--- src/hw/rtl/mmcv_pkg.sv ---
package mmcv_pkg;

    localparam int unsigned ADDR_W   = 16;
    localparam int unsigned BYTE_W   = 8;
    localparam int unsigned LINE_W   = 9;
    localparam int unsigned CMD_W    = 3;
    localparam int unsigned S_DATA_W = 40;
    localparam int unsigned M_DATA_W = 24;
    localparam int unsigned NBANK    = 8;

    // command codes carried on tuser
    localparam logic [CMD_W-1:0] CMD_WRITE = 3'd0;
    localparam logic [CMD_W-1:0] CMD_READ  = 3'd1;
    localparam logic [CMD_W-1:0] CMD_TICK  = 3'd2;
    localparam logic [CMD_W-1:0] CMD_PRG   = 3'd3;
    localparam logic [CMD_W-1:0] CMD_CHR   = 3'd4;

    // configuration register indexes
    localparam logic CFG_FOUR_SCREEN = 1'b0;
    localparam logic CFG_HDR_MIRROR  = 1'b1;

    localparam logic [ADDR_W-1:0] EXT_LO = 16'h5000;
    localparam logic [ADDR_W-1:0] EXT_HI = 16'h5007;
    localparam logic [LINE_W-1:0] LAST_VISIBLE = 9'd239;
    localparam logic [3:0] PRG_SECOND_LAST = 4'hE;
    localparam logic [3:0] PRG_LAST        = 4'hF;

    typedef enum logic [3:0] {
        OP_NONE,
        OP_EXT_WRITE,
        OP_BANK_SEL,
        OP_BANK_DATA,
        OP_MIRROR,
        OP_IRQ_LATCH,
        OP_IRQ_RELOAD,
        OP_IRQ_DISABLE,
        OP_IRQ_ENABLE,
        OP_READ_HIT,
        OP_TICK,
        OP_PRG,
        OP_CHR
    } t_op;

    typedef struct packed {
        t_op              op;
        logic [2:0]       slot;
        logic [BYTE_W-1:0] data;
        logic             line_zero;
    } t_item;

    typedef struct packed {
        logic             mirror_horizontal;
        logic             irq_pending;
        logic [7:0]       chr_bank;
        logic [3:0]       prg_bank;
        logic             read_hit;
        logic [7:0]       read_data;
    } t_result;

    function automatic logic [BYTE_W-1:0] prot_byte(input logic [2:0] idx);
        logic [BYTE_W-1:0] v;
        case (idx)
            3'd3:    v = 8'h01;
            3'd4:    v = 8'h02;
            3'd5:    v = 8'h04;
            3'd6:    v = 8'h0F;
            default: v = 8'h00;
        endcase
        return v;
    endfunction

    function automatic logic [BYTE_W-1:0] bank_reset(input logic [2:0] idx);
        logic [BYTE_W-1:0] v;
        case (idx)
            3'd0:    v = 8'd0;
            3'd1:    v = 8'd2;
            3'd2:    v = 8'd4;
            3'd3:    v = 8'd5;
            3'd4:    v = 8'd6;
            3'd5:    v = 8'd7;
            3'd6:    v = 8'd0;
            default: v = 8'd1;
        endcase
        return v;
    endfunction

endpackage

--- src/hw/rtl/mmcv_front.sv ---
module mmcv_front (
    input  logic [mmcv_pkg::CMD_W-1:0]  i_cmd,
    input  logic [mmcv_pkg::ADDR_W-1:0] i_addr,
    input  logic [mmcv_pkg::BYTE_W-1:0] i_data,
    input  logic [mmcv_pkg::LINE_W-1:0] i_line,
    input  logic                        i_display_on,
    output mmcv_pkg::t_item             o_item
);
    import mmcv_pkg::*;

    logic ext_hit;

    assign ext_hit = (i_addr inside {[EXT_LO:EXT_HI]});

    always_comb begin
        o_item.op        = OP_NONE;
        o_item.slot      = 3'd0;
        o_item.data      = i_data;
        o_item.line_zero = (i_line == '0);
        case (i_cmd)
            CMD_WRITE: begin
                if (ext_hit) begin
                    // only the first extension register has any effect
                    if (i_addr[2:0] == 3'd0) o_item.op = OP_EXT_WRITE;
                end else if (i_addr[15]) begin
                    case ({i_addr[14:13], i_addr[0]})
                        3'b000:  o_item.op = OP_BANK_SEL;
                        3'b001:  o_item.op = OP_BANK_DATA;
                        3'b010:  o_item.op = OP_MIRROR;
                        3'b100:  o_item.op = OP_IRQ_LATCH;
                        3'b101:  o_item.op = OP_IRQ_RELOAD;
                        3'b110:  o_item.op = OP_IRQ_DISABLE;
                        3'b111:  o_item.op = OP_IRQ_ENABLE;
                        default: o_item.op = OP_NONE;
                    endcase
                end
            end
            CMD_READ: begin
                if (ext_hit) begin
                    o_item.op   = OP_READ_HIT;
                    o_item.data = prot_byte(i_addr[2:0]);
                end
            end
            CMD_TICK: begin
                if (i_display_on && (i_line <= LAST_VISIBLE)) o_item.op = OP_TICK;
            end
            CMD_PRG: begin
                if (i_addr[15]) begin
                    o_item.op   = OP_PRG;
                    o_item.slot = {1'b0, i_addr[14:13]};
                end
            end
            CMD_CHR: begin
                if (i_addr[15:13] == 3'd0) begin
                    o_item.op   = OP_CHR;
                    o_item.slot = i_addr[12:10];
                end
            end
            default: o_item.op = OP_NONE;
        endcase
    end

endmodule

--- src/hw/rtl/mmcv_queue.sv ---
module mmcv_queue (
    input  logic            i_clk,
    input  logic            i_rst_n,
    input  logic            i_push,
    input  mmcv_pkg::t_item i_item,
    output logic            o_full,
    input  logic            i_pop,
    output logic            o_valid,
    output mmcv_pkg::t_item o_item
);
    import mmcv_pkg::*;

    t_item      r_mem [2];
    logic       r_wr_ptr, n_wr_ptr;
    logic       r_rd_ptr, n_rd_ptr;
    logic [1:0] r_count, n_count;
    logic       do_push, do_pop;

    assign o_full  = (r_count == 2'd2);
    assign o_valid = (r_count != 2'd0);
    assign o_item  = r_mem[r_rd_ptr];
    assign do_push = i_push && !o_full;
    assign do_pop  = i_pop && o_valid;

    always_comb begin
        n_wr_ptr = r_wr_ptr ^ do_push;
        n_rd_ptr = r_rd_ptr ^ do_pop;
        n_count  = r_count + {1'b0, do_push} - {1'b0, do_pop};
    end

    always_ff @(posedge i_clk) begin
        if (!i_rst_n) begin
            r_wr_ptr <= 1'b0;
            r_rd_ptr <= 1'b0;
            r_count  <= 2'd0;
        end else begin
            r_wr_ptr <= n_wr_ptr;
            r_rd_ptr <= n_rd_ptr;
            r_count  <= n_count;
        end
    end

    always_ff @(posedge i_clk) begin
        if (do_push) r_mem[r_wr_ptr] <= i_item;
    end

endmodule

--- src/hw/rtl/mmcv_back.sv ---
module mmcv_back (
    input  logic                        i_clk,
    input  logic                        i_rst_n,
    input  logic                        i_cfg_wr_en,
    input  logic                        i_cfg_index,
    input  logic                        i_cfg_wdata,
    input  logic                        i_valid,
    input  mmcv_pkg::t_item             i_item,
    output logic                        o_take,
    output logic                        o_valid,
    input  logic                        i_ready,
    output mmcv_pkg::t_result           o_result
);
    import mmcv_pkg::*;

    logic [BYTE_W-1:0] r_bank [NBANK];
    logic [BYTE_W-1:0] r_bank_sel;
    logic [BYTE_W-1:0] r_ext_mode;
    logic              r_mirror, n_mirror;
    logic              r_four_screen;
    logic [BYTE_W-1:0] r_irq_cnt, n_irq_cnt;
    logic [BYTE_W-1:0] r_irq_reload;
    logic              r_irq_en, n_irq_en;
    logic              r_irq_blocked, n_irq_blocked;
    logic              r_irq_line, n_irq_line;
    logic              r_out_valid;
    t_result           r_out, n_out;

    logic [BYTE_W-1:0] tick_cnt;
    logic              tick_fire;
    logic [3:0]        prg;
    logic [2:0]        ext_b;
    logic [2:0]        chr_slot;
    logic [7:0]        chr;

    assign o_take   = i_valid && (!r_out_valid || i_ready);
    assign o_valid  = r_out_valid;
    assign o_result = r_out;

    // prg translation
    always_comb begin
        ext_b = r_ext_mode[2:0];
        if (r_ext_mode[7]) begin
            if (r_ext_mode[5]) prg = {ext_b[2:1], i_item.slot[1:0]};
            else               prg = {ext_b, i_item.slot[0]};
        end else begin
            case (i_item.slot[1:0])
                2'd0:    prg = r_bank_sel[6] ? PRG_SECOND_LAST : r_bank[6][3:0];
                2'd1:    prg = r_bank[7][3:0];
                2'd2:    prg = r_bank_sel[6] ? r_bank[6][3:0] : PRG_SECOND_LAST;
                default: prg = PRG_LAST;
            endcase
        end
    end

    // chr translation, upper and lower halves swap on select bit 7
    always_comb begin
        chr_slot = i_item.slot ^ {r_bank_sel[7], 2'b00};
        case (chr_slot)
            3'd0:    chr = {r_bank[0][7:1], 1'b0};
            3'd1:    chr = {r_bank[0][7:1], 1'b1};
            3'd2:    chr = {r_bank[1][7:1], 1'b0};
            3'd3:    chr = {r_bank[1][7:1], 1'b1};
            default: chr = r_bank[chr_slot - 3'd2];
        endcase
    end

    // scanline counter
    always_comb begin
        tick_cnt = r_irq_cnt;
        if (i_item.line_zero && (tick_cnt != '0)) tick_cnt = tick_cnt - 8'd1;
        tick_fire = (tick_cnt == '0);
        if (tick_fire) tick_cnt = r_irq_reload;
        tick_cnt = tick_cnt - 8'd1;
    end

    always_comb begin
        n_mirror      = r_mirror;
        n_irq_cnt     = r_irq_cnt;
        n_irq_en      = r_irq_en;
        n_irq_blocked = r_irq_blocked;
        n_irq_line    = r_irq_line;
        n_out         = '0;
        if (o_take) begin
            case (i_item.op)
                OP_MIRROR: begin
                    if (!r_four_screen) n_mirror = i_item.data[0];
                end
                OP_IRQ_LATCH: begin
                    n_irq_blocked = 1'b0;
                    n_irq_cnt     = i_item.data;
                end
                OP_IRQ_RELOAD:  n_irq_blocked = 1'b0;
                OP_IRQ_DISABLE: begin
                    n_irq_blocked = 1'b0;
                    n_irq_en      = 1'b0;
                    n_irq_line    = 1'b0;
                end
                OP_IRQ_ENABLE: begin
                    n_irq_blocked = 1'b0;
                    n_irq_en      = 1'b1;
                end
                OP_TICK: begin
                    if (r_irq_en && !r_irq_blocked) begin
                        n_irq_cnt = tick_cnt;
                        if (tick_fire) begin
                            n_irq_blocked = 1'b1;
                            n_irq_line    = 1'b1;
                        end
                    end
                end
                OP_READ_HIT: begin
                    n_out.read_hit  = 1'b1;
                    n_out.read_data = i_item.data;
                end
                OP_PRG:  n_out.prg_bank = prg;
                OP_CHR:  n_out.chr_bank = chr;
                default: n_out.read_hit = 1'b0;
            endcase
        end
        if (i_cfg_wr_en && (i_cfg_index == CFG_HDR_MIRROR)) n_mirror = i_cfg_wdata;
        n_out.irq_pending       = n_irq_line;
        n_out.mirror_horizontal = n_mirror;
    end

    always_ff @(posedge i_clk) begin
        if (!i_rst_n) begin
            for (int i = 0; i < NBANK; i++) r_bank[i] <= bank_reset(3'(i));
            r_bank_sel    <= '0;
            r_ext_mode    <= '0;
            r_mirror      <= 1'b0;
            r_four_screen <= 1'b0;
            r_irq_cnt     <= '0;
            r_irq_reload  <= '0;
            r_irq_en      <= 1'b0;
            r_irq_blocked <= 1'b0;
            r_irq_line    <= 1'b0;
            r_out_valid   <= 1'b0;
        end else begin
            r_mirror      <= n_mirror;
            r_irq_cnt     <= n_irq_cnt;
            r_irq_en      <= n_irq_en;
            r_irq_blocked <= n_irq_blocked;
            r_irq_line    <= n_irq_line;
            if (i_cfg_wr_en && (i_cfg_index == CFG_FOUR_SCREEN)) r_four_screen <= i_cfg_wdata;
            if (o_take) begin
                case (i_item.op)
                    OP_EXT_WRITE:  r_ext_mode   <= i_item.data;
                    OP_BANK_SEL:   r_bank_sel   <= i_item.data;
                    OP_BANK_DATA:  r_bank[r_bank_sel[2:0]] <= i_item.data;
                    OP_IRQ_RELOAD: r_irq_reload <= i_item.data;
                    default:       r_ext_mode   <= r_ext_mode;
                endcase
            end
            if (o_take)       r_out_valid <= 1'b1;
            else if (i_ready) r_out_valid <= 1'b0;
        end
    end

    always_ff @(posedge i_clk) begin
        if (o_take) r_out <= n_out;
    end

endmodule

--- src/hw/rtl/mmc3_variant_bank_mapper_irq_top.sv ---
// channel   | dir | handshake                    | contents
// s_axis    | in  | s_axis_tvalid/s_axis_tready  | command on tuser, bus fields on tdata
// m_axis    | out | m_axis_tvalid/m_axis_tready  | read, bank and status fields on tdata
// cfg       | in  | i_cfg_wr_en                  | four_screen (0), header mirroring (1)
//
// one item per clock sustained while m_axis_tready takes each result; a result passes through
// the front queue and then the back output register
// a two-entry queue parts decode from execution, so input takes two more items while an
// output waits, then drops ready until the output is taken
// synchronous active-low reset; no clearing pass, bank registers load their defaults at once
module mmc3_variant_bank_mapper_irq_top (
    input  logic        i_clk,
    input  logic        i_rst_n,
    input  logic        i_cfg_wr_en,
    input  logic        i_cfg_index,
    input  logic        i_cfg_wdata,
    input  logic        s_axis_tvalid,
    output logic        s_axis_tready,
    // address[15:0], data[23:16], scanline[32:24], display_on[33], zero pad
    input  logic [39:0] s_axis_tdata,
    // command[2:0]
    input  logic [2:0]  s_axis_tuser,
    output logic        m_axis_tvalid,
    input  logic        m_axis_tready,
    // read_data[7:0], read_hit[8], prg_bank[12:9], chr_bank[20:13],
    // irq_pending[21], mirror_horizontal[22], zero pad
    output logic [23:0] m_axis_tdata
);
    import mmcv_pkg::*;

    t_item   front_item;
    t_item   q_item;
    t_result result;
    logic    q_full;
    logic    q_valid;
    logic    back_take;

    assign s_axis_tready = !q_full;

    mmcv_front u_front (
        .i_cmd        (s_axis_tuser),
        .i_addr       (s_axis_tdata[15:0]),
        .i_data       (s_axis_tdata[23:16]),
        .i_line       (s_axis_tdata[32:24]),
        .i_display_on (s_axis_tdata[33]),
        .o_item       (front_item)
    );

    mmcv_queue u_queue (
        .i_clk   (i_clk),
        .i_rst_n (i_rst_n),
        .i_push  (s_axis_tvalid),
        .i_item  (front_item),
        .o_full  (q_full),
        .i_pop   (back_take),
        .o_valid (q_valid),
        .o_item  (q_item)
    );

    mmcv_back u_back (
        .i_clk       (i_clk),
        .i_rst_n     (i_rst_n),
        .i_cfg_wr_en (i_cfg_wr_en),
        .i_cfg_index (i_cfg_index),
        .i_cfg_wdata (i_cfg_wdata),
        .i_valid     (q_valid),
        .i_item      (q_item),
        .o_take      (back_take),
        .o_valid     (m_axis_tvalid),
        .i_ready     (m_axis_tready),
        .o_result    (result)
    );

    assign m_axis_tdata = {1'b0, result};

endmodule
--- config.mk ---
export PLATFORM = sky130hd
export DESIGN_NAME = mmc3_variant_bank_mapper_irq_top
export DESIGN_NICKNAME = d
export VERILOG_FILES = /design/src/hw/rtl/mmcv_pkg.sv /design/src/hw/rtl/mmcv_front.sv /design/src/hw/rtl/mmcv_queue.sv /design/src/hw/rtl/mmcv_back.sv /design/src/hw/rtl/mmc3_variant_bank_mapper_irq_top.sv
export SDC_FILE = /design/constraint.sdc
export NUM_CORES = 1
export LEC_CHECK = 0
export BUFFER_PORTS_ARGS = -buffer_cell sky130_fd_sc_hd__buf_2
export CAP_MARGIN = 30
export CORE_ASPECT_RATIO = 1.5
export CORE_UTILIZATION = 58
export CTS_BUF_LIST = sky130_fd_sc_hd__clkbuf_8
export DETAILED_ROUTE_END_ITERATION = 10
export PLACE_DENSITY = 0.81
export SLEW_MARGIN = 20
export SYNTH_ARGS = -nofsm -noshare
export SYNTH_HDL_FRONTEND = slang
export SYNTH_SLANG_ARGS = --single-unit
--- constraint.sdc ---
create_clock -name i_clk -period 6.4 [get_ports i_clk]
set_input_delay 0.64 -clock i_clk [delete_from_list [all_inputs] [get_ports i_clk]]
set_output_delay 0.64 -clock i_clk [all_outputs]
set_load 0.005 [all_outputs]
# == Yosys cells after proc, flatten, opt, wreduce, memory -nomap -nowiden ==
# Memories as Yosys holds them, arrays and structs flattened. A register that Yosys moved wholly into a read port is not among the register bits.
# Cells that the tools add are included.
# op_classes
addsub,5
n_lt_le_gt_ge,3
n_eq_ne,34
muxes,56
bitwise,4
reduce_logical,35
# op_table
cell,n
two-way mux 8 bit,13
case mux 8 bit (4 select lines),1
two-way mux 4 bit,7
case mux 4 bit (7 select lines),1
"== test 3 bit, second input constant",8
two-way mux 1 bit,22
"== test 4 bit, second input constant",5
case mux 4 bit (5 select lines),1
"== test 3 x 2 -> 1 bit, second input constant",6
"== test 4 x 3 -> 1 bit, second input constant",4
"greater-or-equal comparator 16 x 15 -> 1 bit, second input constant",1
"less-or-equal comparator 16 x 15 -> 1 bit, second input constant",1
case mux 4 bit (4 select lines),1
case mux 8 bit (2 select lines),1
"subtractor 8 x 1 -> 8 bit, second input constant",2
logical NOT 3 bit,5
two-way mux 7 bit,2
case mux 4 bit (3 select lines),1
nonzero test 2 bit,5
"== test 3 x 1 -> 1 bit, second input constant",3
"less-or-equal comparator 9 x 8 -> 1 bit, second input constant",1
logical AND 1 bit,9
logical NOT 9 bit,1
"== test 4 x 2 -> 1 bit, second input constant",2
other kinds (24),34
# totals
ff_bits,65
ram_bits,96
inputBits,50
output_inout_bits,26
word_cells,158
n_memories,2
# memory_table
name,depth,width,read_ports,rd_clocked_by_memory_dff,wr,line,source
u_back.r_bank,8,8,5,0,8,mmcv_back.sv:16,logic [BYTE_W-1:0] r_bank [NBANK];
u_queue.r_mem,2,16,1,1,1,mmcv_queue.sv:13,t_item r_mem [2];

# == Depth between registers and ports, before layout ==
# logic_depth
depth_word,8
mapped_depth,14

# == By module ==
# From an unflattened synthesis, not the netlist that was laid out.
# hier_totals
hier_cells,638
area_unflattened_um2,7457.2
# modules_own_cells
module,instances,cells_per_inst,area_per_inst_um2
mmcv_back,1,505,5575.3
mmcv_queue,1,75,1467.7
mmcv_front,1,55,399.1
mmc3_variant_bank_mapper_irq_top,1,3,15.0

# == Worst setup path before layout ==
# No wires, ideal clock.
# synth_timing
path_type,input to register
start,in m_axis_tready
end,mem u_back.r_bank[3][0] (enable)
setup_time_ps,329
arrival_time_ps,2802
slack_ps,3269
stages,9
path_buffers,1
cell_sequence,nor2b_1 -> or2_2 -> inv_1 -> o21ai_0 -> nor2_1 -> and2_1 -> clkbuf_1 -> nand2_1 -> nand2_1
# synth_rtl
item,line,source
"start, declared",mmc3_variant_bank_mapper_irq_top.sv:24,"input logic m_axis_tready,"
"end, declared",mmcv_back.sv:16,

# == Final worst setup path ==
# layout_timing
start,reg u_back.r_irq_cnt[0]
end,reg u_back.r_irq_cnt[6]
# layout_via
elab_chain_cells,8
word_cells_on_any_way,9
# layout_lines
item,line,source
"start, declared",mmcv_back.sv:21,"logic [BYTE_W-1:0] r_irq_cnt, n_irq_cnt;"
"start signal, assigned",mmcv_back.sv:141,r_irq_cnt <= n_irq_cnt;
"parallel branches: the longest is 2 deep, another holds subtractor 8 x 1 -> 8 bit",n/a,
two-way mux 8 bit *,mmcv_back.sv:71,if (i_item.line_zero && (tick_cnt != '0)) tick_cnt = tick_cnt - 8'd1;
logical NOT 8 bit,mmcv_back.sv:72,tick_fire = (tick_cnt == '0);
two-way mux 8 bit *,mmcv_back.sv:73,if (tick_fire) tick_cnt = r_irq_reload;
subtractor 8 x 1 -> 8 bit *,mmcv_back.sv:74,tick_cnt = tick_cnt - 8'd1;
two-way mux 8 bit *,mmcv_back.sv:104,if (r_irq_en && !r_irq_blocked) begin
case mux 8 bit (2 select lines) *,mmcv_back.sv:85,case (i_item.op)
# Every way passes the cells marked *. The select of a mux whose other input is x is not followed.
# A chain may end at the register's enable or synchronous reset.

==> flow_summary.yaml <==
global_routing:
  grt_pass1_wl_mm: 25.3
  grt_overflow_total: 0
  antenna_found_initial: 0
  grt_use_total_pct: 26.3
  grt_pass1_vias: 5368
  grt_max_degree: 50
sta:
  rsz0062_at_grt: "false"
  worstMarginPinSlew_ps: 753
  hold_violations: 0
  setup_tns_ps: 0
  timing.slew.headroom_pct: 49.6
  timing.final.crit_share_pct: 57.3
  period_needed_ps: 3670
  slew_violations: 0
  max_freq_mhz: 273
  clock_skew_ps: 14.4
  finalSetupViolations: 0
setup_path:
  critPathArrivalTime_ps: 4030
  required_ps: 6760
  cp-end-kind: "flop"
  path_class: "flop to flop"
  crit_start: "u_back.r_irq_cnt[0]$_SDFFE_PN0P_"
  worstReg2RegStart: "u_back.r_irq_cnt[0]$_SDFFE_PN0P_"
  start_kind: "flop"
  cp_max_fo: 9
worst_hold_path:
  holdCritStartpoint: "u_back.r_irq_blocked$_SDFFE_PN0P_"
  min-delay-path-class: "flop to flop"
die:
  start_util_pct: 59.3
  die-height_um: 137
  io_pins: 76
  die_area_mm2: 0.0127
  rows: 49
  core_mm2: 0.0120
  die_w_um: 92.3
finish:
  final_cells: 912
  fill_cells: 921
  layout.nets: 803
  final_cell_mix: "edfxtp_1, nand2_1, nor2_1, buf_2, dfxtp_1"
  multi_input_area_mm2: 0.00284
  seqCellArea_mm2: 0.00401
  final_area_mm2: 0.00800
  diodes: 0
  area_delta_synth_final_pct: 12.8
  layout_commonest_cell: "edfxtp_1"
  drive_gt1_share_pct: 17.5
placement:
  place_hpwl_mm: 11.1
  gp_congestion: 0.924
  io_buffers: 68
  place_area_mm2: 0.00757
  dp.cells: 879
drt:
  wirelength_mm: 15.9
  route.detailed.drc: 0
  ant_nets: 0
  drt_iter0_markers: 415
  drtPass1Iterations: 6
  route.vias.total: 5482
  vias_per_cell: 6.01
  wire_per_inst_um: 17.4
clock_tree:
  cts_buffer_depth: 2
  htree_levels: 4
  clock_latency_ps: 440
  cts.clk_slew.worst_paths_ps: 80
  ctsHoldBuffers: 0
  clock-sinks: 146
  cts_resized: 0
  cts-buffers-inserted: 17
  postCtsSetupBuffers: 0
  cts_tree: "yes"
  clock-root-buffer: "clkbuf_8"
power_and_ir_drop:
  leakagePower_nw: 3.24
  peakVddDrop_mv: 0.161
  pwr_density_cell_mw_per_mm2: 358
yosys:
  synth_area_mm2: 0.00709
  seq_area_frac_synth_pct: 56.6
  synthCells: 678
  synth_ff_type: "edfxtp_1"
  synth_nets: 735
  yosys.area.top_type: "edfxtp_1"
  yosysTopAreaCellShare_pct: 46.1
  ys_warn_count: 0
  yosysUniqueCellTypes: 62
  ys_async_sr_fraction_pct: 0
  ys_ff_latch: 146
  yosys-top-cells-area: "edfxtp_1, dfxtp_1, nand2_1"
  synth_edf_count: 109
  avgSynthCellArea_um2: 10.5
outcome:
  status: "finished, final reports clean"
job:
  drv_cap: 0
==> metal layers <==
layer	vias to the layer above	global-route usage, %	routed length [µm]
met5	-	0	0
met4	0	16.6	785
met3	56	5.19	956
met2	252	48.0	8330
met1	2576	27.3	5830
li1	2598	-	-
==> cell families after synthesis <==
kind of cell    after synthesis  share of synthesized area, %
other cells                   1                        0.0529
buf+inv                      54                          3.47
flops                       146                          56.6
compound gates              128                          13.8
mux                          21                          3.05
simple gates                307                          20.1
fa+ha+maj                     7                          1.23
xor+xnor                     14                          1.73
==> synthesized netlist by cell type (7+ instances only) <==
cell / count
clkbuf_1: 24
nand3_1: 27
a21oi_1: 14
inv_1: 17
a31oi_1: 16
nor2_1: 92
nor3_1: 12
o22ai_1: 7
edfxtp_1: 109
dfxtp_1: 37
o211a_1: 21
xnor2_1: 8
mux2i_1: 16
ha_1: 7
nand2_1: 101
and2_1: 13
o21ai_0: 14
and2_0: 7
nand2b_1: 7
nor2b_1: 17
a311oi_1: 7
a211oi_1: 9
==> registers in the layout, indices dropped and copies added (netlist names), 2 cells and up, named ones only <==
| name | cells |
|---|---|
| u_back.r_irq_reload | 8 |
| u_queue.r_count | 2 |
| u_back.r_bank | 54 |
| u_back.r_bank_sel | 5 |
| u_back.r_irq_cnt | 8 |
| u_back.o_result | 23 |
| u_back.r_ext_mode | 5 |
| u_queue.r_mem | 32 |
==> layout make-up <==
| class | instances | share of cell area (%) |
|---|---|---|
| Tap cell | 153 | 2.39 |
| Timing Repair Buffer | 86 | 5.88 |
| Multi-Input combinational cell | 478 | 35.5 |
| Inverter | 17 | 0.797 |
| Clock buffer | 17 | 2.92 |
| Clock inverter | 15 | 2.39 |
| Sequential cell | 146 | 50.2 |
==> critical path, cell delays in order, from the launching register on <==
cell      delay (ps)
dfxtp_1          360
inv_1            150
ha_1             230
nor3b_1          530
nand2_1          140
a222oi_1         550
and3_1           450
and2_1           280
a21oi_1          100
ha_1             250
nand2_1           80
a21oi_1           80
and4_4           200
o31ai_2          200
==> report_power, final <==
group / switching [mW] / internal, mW
clock: 0.350 / 0.423
combinational: 0.552 / 0.315
sequential: 0.0576 / 1.17
total: 0.959 / 1.91
==> path summary, 6_finish.rpt <==
check,endpoint,slack [ps],cells past startpoint
worst max-delay path,u_back.r_irq_cnt[6]$_SDFFE_PN0P_,2730,13
worst min-delay path,u_back.r_irq_blocked$_SDFFE_PN0P_,490,2
worst max register to register,u_back.r_irq_cnt[6]$_SDFFE_PN0P_,2730,13
worst min register to register,u_back.r_irq_blocked$_SDFFE_PN0P_,490,2
==> metrics by stage <==
stage / worst slack, ps / hold slack (ps) / utilization, % / total power, mW
final: 2730 / 486 / 66.9 / 2.87
after global routing: 2600 / 519 / 66.9 / 3.00
after CTS: 2840 / 473 / 66.9 / 2.86
after detailed placement: 2860 / 471 / 63.3 / 2.10
after global placement: 3000 / 462 / 63.2 / 2.07
after floorplan: 3270 / 446 / - / 1.82
No activity file was read; power rests on OpenSTA's default activity.
